===== src/rtl/kwm_pkg.sv =====
// Shared constants, types and handshake structs for the k-way record merge.
// Used by the controller, the datapath and the top level.
`timescale 1ns / 1ps

package kwm_pkg;

    // Number of source streams and stored payload width.
    localparam int NUM_WAYS     = 8;
    localparam int PAYLOAD_BITS = 64;

    // Only streams 0 to 7 can be addressed by the 3-bit stream index.
    localparam int EFF_WAYS = (NUM_WAYS < 8) ? NUM_WAYS : 8;
    localparam int WAY_W    = $clog2(EFF_WAYS);

    // Fixed field widths of the items.
    localparam int STREAM_W  = 3;
    localparam int KEY_W     = 32;
    localparam int PAYLOAD_W = 64;
    localparam int MASK_W    = 8;

    // Byte-aligned stream widths.
    localparam int TDATA_W     = ((KEY_W + PAYLOAD_W + 7) / 8) * 8;
    localparam int S_TUSER_W   = STREAM_W;
    localparam int M_TUSER_W   = STREAM_W + 2;

    // One input item causes at most this many emitted records.
    localparam int MAX_RESULTS = 8;
    localparam int CNT_W       = $clog2(MAX_RESULTS + 1);

    // Controller states, one-hot.
    typedef enum logic [2:0] {
        ST_IDLE = 3'b001,
        ST_SEL  = 3'b010,
        ST_REJ  = 3'b100
    } kwm_state_t;

    // Commands from the controller to the datapath.
    typedef struct packed {
        logic take_in;      // an input item is accepted this cycle
        logic emit;         // load the selected head into the output register
        logic load_reject;  // load a reject result into the output register
    } kwm_cmd_t;

    // Status from the datapath to the controller.
    typedef struct packed {
        logic accept_ok;    // the offered item may be stored in its head slot
        logic emit_ready;   // every participating stream holds a head
        logic out_free;     // the output register can take a result
        logic last_emit;    // the pending emission ends the cascade
    } kwm_status_t;

endpackage


===== src/rtl/kwm_ctrl.sv =====
// Controller state machine for the k-way record merge.
// Depends on kwm_pkg for the state enum and command/status structs.
`timescale 1ns / 1ps

module kwm_ctrl
    import kwm_pkg::*;
(
    input  logic        aclk,
    input  logic        aresetn,
    input  logic        s_tvalid,
    output logic        s_tready,
    input  kwm_status_t status,
    output kwm_cmd_t    cmd
);

    kwm_state_t state_reg;
    kwm_state_t state_next;

    // State register.
    always_ff @(posedge aclk) begin
        if (!aresetn) begin
            state_reg <= ST_IDLE;
        end else begin
            state_reg <= state_next;
        end
    end

    // Next state and commands.
    always_comb begin
        state_next      = state_reg;
        cmd             = '0;
        s_tready        = 1'b0;
        unique case (state_reg)
            ST_IDLE: begin
                s_tready = 1'b1;
                if (s_tvalid) begin
                    cmd.take_in = 1'b1;
                    state_next  = status.accept_ok ? ST_SEL : ST_REJ;
                end
            end
            ST_SEL: begin
                if (!status.emit_ready) begin
                    state_next = ST_IDLE;
                end else if (status.out_free) begin
                    cmd.emit = 1'b1;
                    if (status.last_emit) begin
                        state_next = ST_IDLE;
                    end
                end
            end
            ST_REJ: begin
                if (status.out_free) begin
                    cmd.load_reject = 1'b1;
                    state_next      = ST_IDLE;
                end
            end
            default: begin
                state_next = ST_IDLE;
            end
        endcase
    end

    // A reject result is always the only result of its item.
    assert property (@(posedge aclk) disable iff (!aresetn)
        cmd.load_reject |=> state_reg == ST_IDLE)
        else $error("controller did not return to idle after a reject");

    // The state register always holds exactly one state bit.
    assert property (@(posedge aclk) disable iff (!aresetn)
        $onehot(state_reg))
        else $error("controller state is not one-hot");

    // Items are only taken while the controller is idle.
    assert property (@(posedge aclk) disable iff (!aresetn)
        cmd.take_in |-> state_reg == ST_IDLE)
        else $error("item taken outside idle");

endmodule


===== src/rtl/kwm_datapath.sv =====
// Datapath of the k-way record merge: head slots, stream flags, minimum
// select over the heads, emission counter and output register.
// Depends on kwm_pkg; driven by kwm_ctrl through kwm_cmd_t.
`timescale 1ns / 1ps

module kwm_datapath
    import kwm_pkg::*;
(
    input  logic                 aclk,
    input  logic                 aresetn,
    input  logic [MASK_W-1:0]    cfg_data,
    input  logic                 cfg_wr,
    input  logic [TDATA_W-1:0]   s_tdata,
    input  logic [S_TUSER_W-1:0] s_tuser,
    input  logic                 s_tlast,
    output logic                 m_tvalid,
    input  logic                 m_tready,
    output logic [TDATA_W-1:0]   m_tdata,
    output logic [M_TUSER_W-1:0] m_tuser,
    output logic                 m_tlast,
    input  kwm_cmd_t             cmd,
    output kwm_status_t          status
);

    // Configuration and per-stream control state.
    logic [MASK_W-1:0]   active_mask_reg;
    logic [EFF_WAYS-1:0] head_full_reg;
    logic [EFF_WAYS-1:0] head_final_reg;
    logic [EFF_WAYS-1:0] finished_reg;
    logic [CNT_W-1:0]    emit_cnt_reg;
    logic [STREAM_W-1:0] in_stream_reg;

    // Head records.
    logic signed [KEY_W-1:0]        head_key_reg [EFF_WAYS];
    logic        [PAYLOAD_BITS-1:0] head_pay_reg [EFF_WAYS];

    // Output register.
    logic                    m_valid_reg;
    logic signed [KEY_W-1:0] out_key_reg;
    logic [PAYLOAD_W-1:0]    out_pay_reg;
    logic [STREAM_W-1:0]     out_src_reg;
    logic                    out_reject_reg;
    logic                    out_done_reg;
    logic                    out_last_reg;

    // Incoming item fields.
    logic signed [KEY_W-1:0] in_key;
    logic [PAYLOAD_W-1:0]    in_pay;
    logic [WAY_W-1:0]        in_way;
    logic                    in_range;

    logic [EFF_WAYS-1:0]     part;
    logic [EFF_WAYS-1:0]     part_after;
    logic                    any_part;
    logic                    all_full;
    logic [WAY_W-1:0]        sel;
    logic signed [KEY_W-1:0] min_key;
    logic                    sel_final;
    logic                    left;

    assign in_key   = s_tdata[KEY_W-1:0];
    assign in_pay   = s_tdata[KEY_W+PAYLOAD_W-1:KEY_W];
    assign in_way   = s_tuser[WAY_W-1:0];
    assign in_range = (32'(s_tuser) < EFF_WAYS);

    // A stream takes part while it is active and not yet finished.
    assign part = active_mask_reg[EFF_WAYS-1:0] & ~finished_reg;

    // Pick the least key. The search starts from the highest participating
    // stream and moves only on a strictly smaller key, which gives the
    // highest stream the tie if it holds the minimum, else the lowest one.
    always_comb begin
        any_part = 1'b0;
        all_full = 1'b1;
        sel      = '0;
        for (int i = 0; i < EFF_WAYS; i++) begin
            if (part[i]) begin
                any_part = 1'b1;
                sel      = WAY_W'(i);
                if (!head_full_reg[i]) begin
                    all_full = 1'b0;
                end
            end
        end
        min_key = head_key_reg[sel];
        for (int i = 0; i < EFF_WAYS; i++) begin
            if (part[i] && (head_key_reg[i] < min_key)) begin
                sel     = WAY_W'(i);
                min_key = head_key_reg[i];
            end
        end
    end

    // Participation once the selected head is emitted.
    assign sel_final  = head_final_reg[sel];
    assign part_after = part & ~(sel_final ? (EFF_WAYS'(1) << sel) : '0);
    assign left       = |part_after;

    // Status toward the controller.
    assign status.accept_ok  = in_range && part[in_way] && !head_full_reg[in_way];
    assign status.emit_ready = any_part && all_full
                               && (emit_cnt_reg < CNT_W'(MAX_RESULTS));
    assign status.out_free   = !m_valid_reg || m_tready;
    assign status.last_emit  = !(sel_final && left
                                 && (emit_cnt_reg < CNT_W'(MAX_RESULTS - 1)));

    // Control state: mask, slot flags, emission count, output valid.
    always_ff @(posedge aclk) begin
        if (!aresetn) begin
            active_mask_reg <= '1;
            head_full_reg   <= '0;
            head_final_reg  <= '0;
            finished_reg    <= '0;
            emit_cnt_reg    <= '0;
            m_valid_reg     <= 1'b0;
        end else begin
            if (cfg_wr) begin
                active_mask_reg <= cfg_data;
            end
            if (cmd.take_in) begin
                emit_cnt_reg <= '0;
                if (status.accept_ok) begin
                    head_full_reg[in_way]  <= 1'b1;
                    head_final_reg[in_way] <= s_tlast;
                end
            end
            if (cmd.emit) begin
                head_full_reg[sel] <= 1'b0;
                emit_cnt_reg       <= emit_cnt_reg + CNT_W'(1);
                if (sel_final) begin
                    finished_reg[sel] <= 1'b1;
                end
            end
            if (cmd.emit || cmd.load_reject) begin
                m_valid_reg <= 1'b1;
            end else if (m_tready) begin
                m_valid_reg <= 1'b0;
            end
        end
    end

    // Head records and the stream of the item in flight.
    always_ff @(posedge aclk) begin
        if (cmd.take_in) begin
            in_stream_reg <= s_tuser;
            if (status.accept_ok) begin
                head_key_reg[in_way] <= in_key;
                head_pay_reg[in_way] <= in_pay[PAYLOAD_BITS-1:0];
            end
        end
    end

    // Output result fields.
    always_ff @(posedge aclk) begin
        if (cmd.emit) begin
            out_key_reg    <= min_key;
            out_pay_reg    <= PAYLOAD_W'(head_pay_reg[sel]);
            out_src_reg    <= STREAM_W'(sel);
            out_reject_reg <= 1'b0;
            out_done_reg   <= !left;
            out_last_reg   <= status.last_emit;
        end else if (cmd.load_reject) begin
            out_key_reg    <= '0;
            out_pay_reg    <= '0;
            out_src_reg    <= in_stream_reg;
            out_reject_reg <= 1'b1;
            out_done_reg   <= 1'b0;
            out_last_reg   <= 1'b1;
        end
    end

    assign m_tvalid = m_valid_reg;
    assign m_tdata  = TDATA_W'({out_pay_reg, out_key_reg});
    assign m_tuser  = {out_done_reg, out_reject_reg, out_src_reg};
    assign m_tlast  = out_last_reg;

    // A finished stream never holds a head.
    assert property (@(posedge aclk) disable iff (!aresetn)
        (finished_reg & head_full_reg) == '0)
        else $error("finished stream still holds a head");

    // A result is only loaded when the output register is free.
    assert property (@(posedge aclk) disable iff (!aresetn)
        (cmd.emit || cmd.load_reject) |-> (!m_valid_reg || m_tready))
        else $error("output register overwritten while stalled");

    // The cascade never exceeds its bound.
    assert property (@(posedge aclk) disable iff (!aresetn)
        emit_cnt_reg <= CNT_W'(MAX_RESULTS))
        else $error("emission count past its bound");

endmodule


===== src/rtl/k_way_record_merge.sv =====
// k-way record merge, top level: joins the controller and the datapath.
// Depends on kwm_pkg, kwm_ctrl and kwm_datapath.
//
// Usage:
//   The s_ channel takes one record item per handshake: the stream index in
//   s_tuser, key and payload in s_tdata, the last-of-stream flag in s_tlast.
//   The m_ channel returns result items: key and payload in m_tdata, source
//   stream, reject and merge-done flags in m_tuser, and m_tlast on the last
//   result caused by one input item. An accepted record causes zero results
//   (it only filled a head slot), one reject result, or one or more emitted
//   records when every participating stream holds a head.
//   The cfg channel writes the 8-bit active stream mask; write it only while
//   the block is idle.
// Sequencing:
//   An item is accepted in the idle state and evaluated in the next cycle in
//   the select or reject state, which loads each result into the output
//   register once it is free; a new item is taken only back in idle. The
//   minimum select over all heads is combinational compare logic.
// Reset and stalls:
//   Reset empties all head slots, clears finished flags and sets the mask
//   to all ones. While m_tready is low, one result waits in the output
//   register; the block accepts a new item meanwhile, then holds further
//   results until the register frees.
`timescale 1ns / 1ps

module k_way_record_merge
    import kwm_pkg::*;
(
    input  logic                 aclk,
    input  logic                 aresetn,
    // Configuration write: active stream mask.
    input  logic                 cfg_valid,
    output logic                 cfg_ready,
    input  logic [MASK_W-1:0]    cfg_data,
    // Input records.
    input  logic                 s_tvalid,
    output logic                 s_tready,
    input  logic [TDATA_W-1:0]   s_tdata,   // [31:0] record_key, [95:32] record_payload
    input  logic [S_TUSER_W-1:0] s_tuser,   // [2:0] stream_index
    input  logic                 s_tlast,   // last_of_stream
    // Merged results.
    output logic                 m_tvalid,
    input  logic                 m_tready,
    output logic [TDATA_W-1:0]   m_tdata,   // [31:0] out_key, [95:32] out_payload
    output logic [M_TUSER_W-1:0] m_tuser,   // [2:0] source_stream, [3] reject, [4] merge_done
    output logic                 m_tlast    // run_last
);

    kwm_cmd_t    cmd;
    kwm_status_t status;

    // The mask register takes a write in any cycle.
    assign cfg_ready = 1'b1;

    // Sequencing of accept, select and emit.
    kwm_ctrl u_ctrl (
        .aclk     (aclk),
        .aresetn  (aresetn),
        .s_tvalid (s_tvalid),
        .s_tready (s_tready),
        .status   (status),
        .cmd      (cmd)
    );

    // Head storage, selection and output register.
    kwm_datapath u_datapath (
        .aclk     (aclk),
        .aresetn  (aresetn),
        .cfg_data (cfg_data),
        .cfg_wr   (cfg_valid),
        .s_tdata  (s_tdata),
        .s_tuser  (s_tuser),
        .s_tlast  (s_tlast),
        .m_tvalid (m_tvalid),
        .m_tready (m_tready),
        .m_tdata  (m_tdata),
        .m_tuser  (m_tuser),
        .m_tlast  (m_tlast),
        .cmd      (cmd),
        .status   (status)
    );

endmodule

===== config.mk =====
export PLATFORM = sky130hd
export DESIGN_NAME = k_way_record_merge
export DESIGN_NICKNAME = d
export VERILOG_FILES = /design/src/rtl/kwm_pkg.sv /design/src/rtl/kwm_ctrl.sv /design/src/rtl/kwm_datapath.sv /design/src/rtl/k_way_record_merge.sv
export SDC_FILE = /design/constraint.sdc
export NUM_CORES = 2
export LEC_CHECK = 0
export ABC_AREA = 1
export ABC_CLOCK_PERIOD_IN_PS = 16600
export BUFFER_PORTS_ARGS = -buffer_cell sky130_fd_sc_hd__buf_2
export CAP_MARGIN = 20
export CORE_MARGIN = 2
export CORE_UTILIZATION = 50
export DETAILED_ROUTE_END_ITERATION = 10
export PLACE_DENSITY = 0.71
export SLEW_MARGIN = 5
export SYNTH_ARGS = -nofsm -noshare
export SYNTH_HDL_FRONTEND = slang
export SYNTH_HIERARCHICAL = 1
export SYNTH_SLANG_ARGS = --single-unit

===== constraint.sdc =====
create_clock -name aclk -period 16.6 [get_ports aclk]
set_input_delay 1.66 -clock aclk [delete_from_list [all_inputs] [get_ports aclk]]
set_output_delay 1.66 -clock aclk [all_outputs]
set_load 0.03 [all_outputs]

[Word level (Yosys, flattened, before mapping)]
Memory sizes are Yosys's and may differ from the RTL's.
Index checks and enable logic that the tools add are counted.
Widths: inputs -> output; s select.
Operators by class
  $add $sub $neg: 1
  order comparisons: 14
  eq/ne operators: 7
  shift-type cells: 1
  muxes and demuxes: 94
  bitwise logic cells: 8
  reductions and logical operators: 28
Operator list (count)
  $mux 32: 10
  $lt 32x32->1: 8
  $mux 64: 2
  $mux 3: 20
  $mux 1: 46
  $mux 8: 5
  $and 8x8->8: 3
  $not 8->8: 3
  $or 8x8->8: 2
  $logic_and 1x1->1: 15
  $bmux 1 s3: 3
  $pmux 3 s3: 1
  $bwmux 8: 1
  $lt 3x4->1 const B: 2
  $mux 4: 2
  $reduce_or 8->1: 1
  $shl 1x3->8 const A: 1
  $demux 1 s3: 2
  $ge 3x1->1 const B: 2
  $ne 3x3->1 const B: 2
  $reduce_bool 2->1: 3
  $add 4x1->4 const B: 1
  $logic_not 1->1: 4
  $lt 4x3->1 const B: 1
  9 further kinds: 13
Storage, ports and cells
  flip-flop bits (word level): 145
  RAM bits: 768
  input port bits: 113
  output and inout bits: 105
  word-level logic and storage cells: 169
  memories kept: 2
Memories
  u_datapath.head_pay_reg: words 8, bits a word 64, read ports 1, clocked after Yosys merged registers in 0, write ports 1, RTL line kwm_datapath.sv:35  | logic [PAYLOAD_BITS-1:0] head_pay_reg [EFF_WAYS];
  u_datapath.head_key_reg: words 8, bits a word 32, read ports 9, clocked after Yosys merged registers in 0, write ports 1, RTL line kwm_datapath.sv:34  | logic signed [KEY_W-1:0] head_key_reg [EFF_WAYS];

[Logic depth before layout (Yosys ltp)]
An unclocked memory read counts as a cell.
  word-level depth: 46
  mapped depth: 164
  mapped depth without buffers: 147

[Modules after synthesis]
Netlist, hierarchy kept.
Modules (own cells, without submodules)
  kwm_datapath: times used 1, cells an instance 3667, area an instance 41941.5 µm², sequential area each 26945.8 µm²
  kwm_ctrl: times used 1, cells an instance 39, area an instance 217.7 µm², sequential area each 60.1 µm²
  k_way_record_merge: times used 1, cells an instance 2, area an instance 11.3 µm², sequential area each 0.0 µm²

[Worst setup path after synthesis]
OpenSTA, ideal clock, no wires.
  path kind: register to register
  start: register u_datapath.finished_reg[2]
  end: register u_ctrl.state_reg[2]
  arrival time: 18164 ps
  data required time: 16487 ps
  slack: -1677 ps
  stages on the path, launching flop included: 132
  buffers on the path: 18
  period minus slack after synthesis: 18277 ps
  cells stage by stage: dfxtp_1 inv_1 nand2_1 nand2_1 nand2_1 nand2_1 nand2_1 nand2_2 nand2_2 buf_6 inv_2 clkbuf_1 clkbuf_1 nand2_1 a31oi_1 a32oi_1 ha_1 a21oi_1 [96 not listed] nand3_1 nand3_4 nand2_4 nor2_1 buf_2 nand3_1 nand2_1 nand3_1 nor2_1 nand2_1 nand2_1 nand2_1 nand2_1 inv_1 nand2_1 nand4_1 nand2_1 nor2_1
On the way
  longest elaborated chain between the ends: 43
Ends and longest elaborated chain
  start: declaration: RTL line kwm_datapath.sv:29  | logic [EFF_WAYS-1:0] finished_reg;
  start signal: assignment: RTL line kwm_datapath.sv:113  | finished_reg <= '0;
  start signal: indexed assignment: RTL line kwm_datapath.sv:131  | finished_reg[sel] <= 1'b1;
  $not 8->8 (*): RTL line kwm_datapath.sv:67  | assign part = active_mask_reg[EFF_WAYS-1:0] & ~finished_reg;
  $and 8x8->8 (*): RTL line kwm_datapath.sv:67
  $mux 2 (2 in a row): RTL line kwm_datapath.sv:77  | if (part[i]) begin
  $mux 3 (4 in a row): RTL line kwm_datapath.sv:77
  $mem_v2 8x32
  $lt 32x32->1: RTL line kwm_datapath.sv:87  | if (part[i] && (head_key_reg[i] < min_key)) begin
  $logic_and 1x1->1: RTL line kwm_datapath.sv:87
  $mux 32: RTL line kwm_datapath.sv:87
  [23 not listed]
  $mux 8: RTL line kwm_datapath.sv:96  | assign part_after = part & ~(sel_final ? (EFF_WAYS'(1) << sel) : '0);
  $not 8->8: RTL line kwm_datapath.sv:96
  $and 8x8->8: RTL line kwm_datapath.sv:96
  $reduce_or 8->1: RTL line kwm_datapath.sv:97  | assign left = |part_after;
  $logic_and 1x1->1: RTL line kwm_datapath.sv:104  | assign status.last_emit = !(sel_final && left
  $logic_and 1x1->1: RTL line kwm_datapath.sv:105  | && (emit_cnt_reg < CNT_W'(MAX_RESULTS - 1)));
  $ne 3x3->1 (no line)
  $reduce_and 4->1 (no line)
  end signal: assignment: RTL line kwm_ctrl.sv:24  | state_reg <= state_next;
  end: declaration: RTL line kwm_ctrl.sv:16  | kwm_state_t state_reg;
Mark *: on every way between the ends. The rest lies on a longest branch, timed or not. The select of a mux whose other input is x is not followed.
A chain may end at the register's enable or synchronous reset.

[Worst setup path after layout]
Same ends and word-level chain as after synthesis.

==> results.ini <==
[run_status]
run_status = complete, but fails checks
failed_checks = negative setup slack

[die]
core.rowCount = 106
floorplan.die.height_um = 294.4
core_region_area_sq_um = 83560
ios = 218
die_w_um = 294.4
initial_core_util_pct = 50.47
die-area_sq_um = 86680

[global_route]
grt_pass1_vias = 34610
grt_overflow = 0
grt_antenna_before_repair = 21
grt_start_max_net_pins = 65
track_usage_pct = 30.00
wire_length_of_the_first_global_routing_pass_mm = 198.2

[setup_path]
max_stage_delay_ns = 0.62
r2r_setup_slack_ns = -4.33
crit_path_end_kind = register
critPathSlowestCell = sky130_fd_sc_hd__nor4b_4
worst_setup_path_start_kind = register
worst-endpoint-required_ns = 17.16
timing.critical_path.mode_cell = sky130_fd_sc_hd__nand2_1
critical_path_class = reg -> reg
timing.critical_path.fanout_max = 17
arrival_ns = 21.50
reg2regPathDepth = 134

[finish]
fillers = 5037
multiInputGateArea_sq_um = 17930
final_core_util_pct = 71.96
ff_latch_area_sq_um = 27010
layout.cells.non_filler = 5928
flip_flop_count_of_the_largest_register_after_layout = 512
drive_gt1_share_pct = 40.60
area_added_between_synthesis_and_finish_pct = 42.58
finalNetCount = 5125

[drt]
via_per_inst = 6.229
vias = 36930
detailed_route_iter0_violations = 4687
antenna_violating_nets_post_route = 0
routedWlPerCell_um = 25.96
drt_wl_total_mm = 153.9
drtPass1Iterations = 8
drc = 0

[timing]
tightest_slew_ns = 1.108
timing.slew.headroom_pct = 26.11
setup_slack_ns = -4.335
final-max-slew-violation-count = 0
finalHoldViolCount = 0
final.setup_skew_ns = 0.04045
timing.final.setup_violations = 120
timing.final.crit_share_pct = 126.1
achievable_freq_mhz = 47.77
rsz0062_at_grt = yes
final.setup.tns_ns = -481.78
timing.final.crit_period_ns = 20.93

[synthesis]
yosysSeqAreaShare_pct = 64.04
synth_largest_area_cell = sky130_fd_sc_hd__edfxtp_1
synth_area_sq_um = 42170
post-synth-top-area-fraction_pct = 62.09
ys_seq_elements = 913
synth.top_cells.by_area = sky130_fd_sc_hd__edfxtp_1 62%, sky130_fd_sc_hd__nand2_1 9.6%, sky130_fd_sc_hd__ha_1 7.4%
syn-mean-instance-area_sq_um = 11.37
yosys.cell_types.count = 47
yosys_warnings = 6
postSynthCellCount = 3708
syn-num-nets = 4070

[cts]
cts-htree-levels = 3
postCtsHoldBufs = 0
tritoncts = built
cts-buffers-inserted = 91
ctsRootBufferMaster = sky130_fd_sc_hd__clkbuf_16
max-clock-path-buffers = 3
clk_latency_ns = 0.66
clock_sinks = 913
clk_transition_reported_paths_ns = 0.06

[hold_path]
hold_path_class = reg -> reg
hold-path-cell-count = 2

[run]
drv_cap = 0

[placement]
preCtsSetupSlack_ns = -5.042
port_buffers = 216
place_inst = 5513
dp.final_hpwl_mm = 81.61
gp_congestion = 0.9636

-- path summary, 6_finish.rpt --
kind | startpoint | to
worst max-delay path | u_datapath/finished_reg[2] | u_ctrl/state_reg[2]
worst min-delay path | u_datapath/finished_reg[0] | u_datapath/finished_reg[0]
worst max register to register | u_datapath/finished_reg[2] | u_ctrl/state_reg[2]
worst min register to register | u_datapath/finished_reg[0] | u_datapath/finished_reg[0]
-- per-stage QoR --
| step | hold WS [ns] | instance area, sq um |
|---|---|---|
| global route | 0.4860 | 60120 |
| floorplan | 0.4292 | 42250 |
| CTS | 0.4558 | 56220 |
| global placement | 0.4437 | 49640 |
| detailed placement | 0.4470 | 49640 |
| finish | 0.4630 | 60130 |
-- layer usage --
layer / global-route usage, % / share of wire, % / wire length, um / up-vias
met5: 0 / 0.10 / 157 / -
met4: 13.09 / 7.2 / 11130 / 24
met3: 5.467 / 11 / 16730 / 814
met2: 51.25 / 47 / 71960 / 2515
met1: 37.36 / 35 / 53900 / 17740
li1: - / - / - / 15830
-- critical path, delay by kind of cell (launching register included) --
kind                     cells  cell delay [ns]
adder cells (fa/ha/maj)      8             2.27
buffers and inverters       28             4.35
flip-flops                   1             0.30
AO/OA/AOI/OAI               15             2.91
AND/OR/NAND/NOR             83            10.89
-- synthesized netlist by cell type (all sizes together) --
cell type	count
conb	1
ha	249
buf	65
nor4	11
nand3	184
a31oi	36
a32oi	31
o221ai	4
o21a	3
inv	123
nor2	83
a2111o	1
nor3	22
nand4	34
clkbuf	119
a22oi	128
a21oi	155
o2111a	1
nor4b	2
or4	1
a2111oi	7
o211ai	2
edfxtp	872
a211oi	25
nand3b	1
o22ai	2
nand2	1086
clkinv	1
or3	2
o221a	3
dfxtp	41
o21ai	348
a221oi	65
-- cell usage in the layout (no fill, tap or decap), types with 42 or more instances in the layout --
cell	netlist	final
sky130_fd_sc_hd__nor2_1	77	65
sky130_fd_sc_hd__clkbuf_16	0	124
sky130_fd_sc_hd__buf_12	0	67
sky130_fd_sc_hd__o21ai_2	0	101
sky130_fd_sc_hd__ha_1	249	204
sky130_fd_sc_hd__buf_6	3	46
sky130_fd_sc_hd__a22oi_2	0	55
sky130_fd_sc_hd__ha_4	0	42
sky130_fd_sc_hd__a21oi_1	154	110
sky130_fd_sc_hd__o21ai_0	283	95
sky130_fd_sc_hd__nand2_1	1081	901
sky130_fd_sc_hd__o21ai_1	65	118
sky130_fd_sc_hd__a22oi_1	128	73
sky130_fd_sc_hd__buf_2	40	217
sky130_fd_sc_hd__buf_4	12	740
sky130_fd_sc_hd__nand2_4	2	65
sky130_fd_sc_hd__inv_1	109	93
sky130_fd_sc_hd__edfxtp_1	872	872
sky130_fd_sc_hd__nand2_2	3	118
sky130_fd_sc_hd__a221oi_2	0	49
sky130_fd_sc_hd__nand3_1	181	136
-- layout make-up --
| cell class | count | share of cell area (%) |
|---|---|---|
| Clock buffer | 114 | 3.998 |
| Antenna cell | 10 | 0.04162 |
| Timing Repair Buffer | 1144 | 17.15 |
| Inverter | 124 | 0.8657 |
| Sequential cell | 913 | 44.92 |
| Tap cell | 1080 | 2.247 |
| Multi-Input combinational cell | 2489 | 29.82 |
| Clock inverter | 54 | 0.9573 |
-- timing repair --
action                                  CTS  global route
gates resized for setup                 558           610
setup buffers                           116            76
pin swaps                               141           243
endpoints found under the setup margin  120           120
gates cloned                             27            35
-- cell families after synthesis --
group | Yosys count | synth area share [%]
buffers and inverters | 308 | 3.026
adder cells (fa/ha/maj) | 249 | 7.388
AND/OR/NAND/NOR | 1426 | 13.83
other | 1 | 0.008892
AO/OA/AOI/OAI | 811 | 11.71
flip-flops | 913 | 64.04
Power is not shown: default switching activity piles up to over one toggle a cycle in this logic, so the estimate is an artifact.
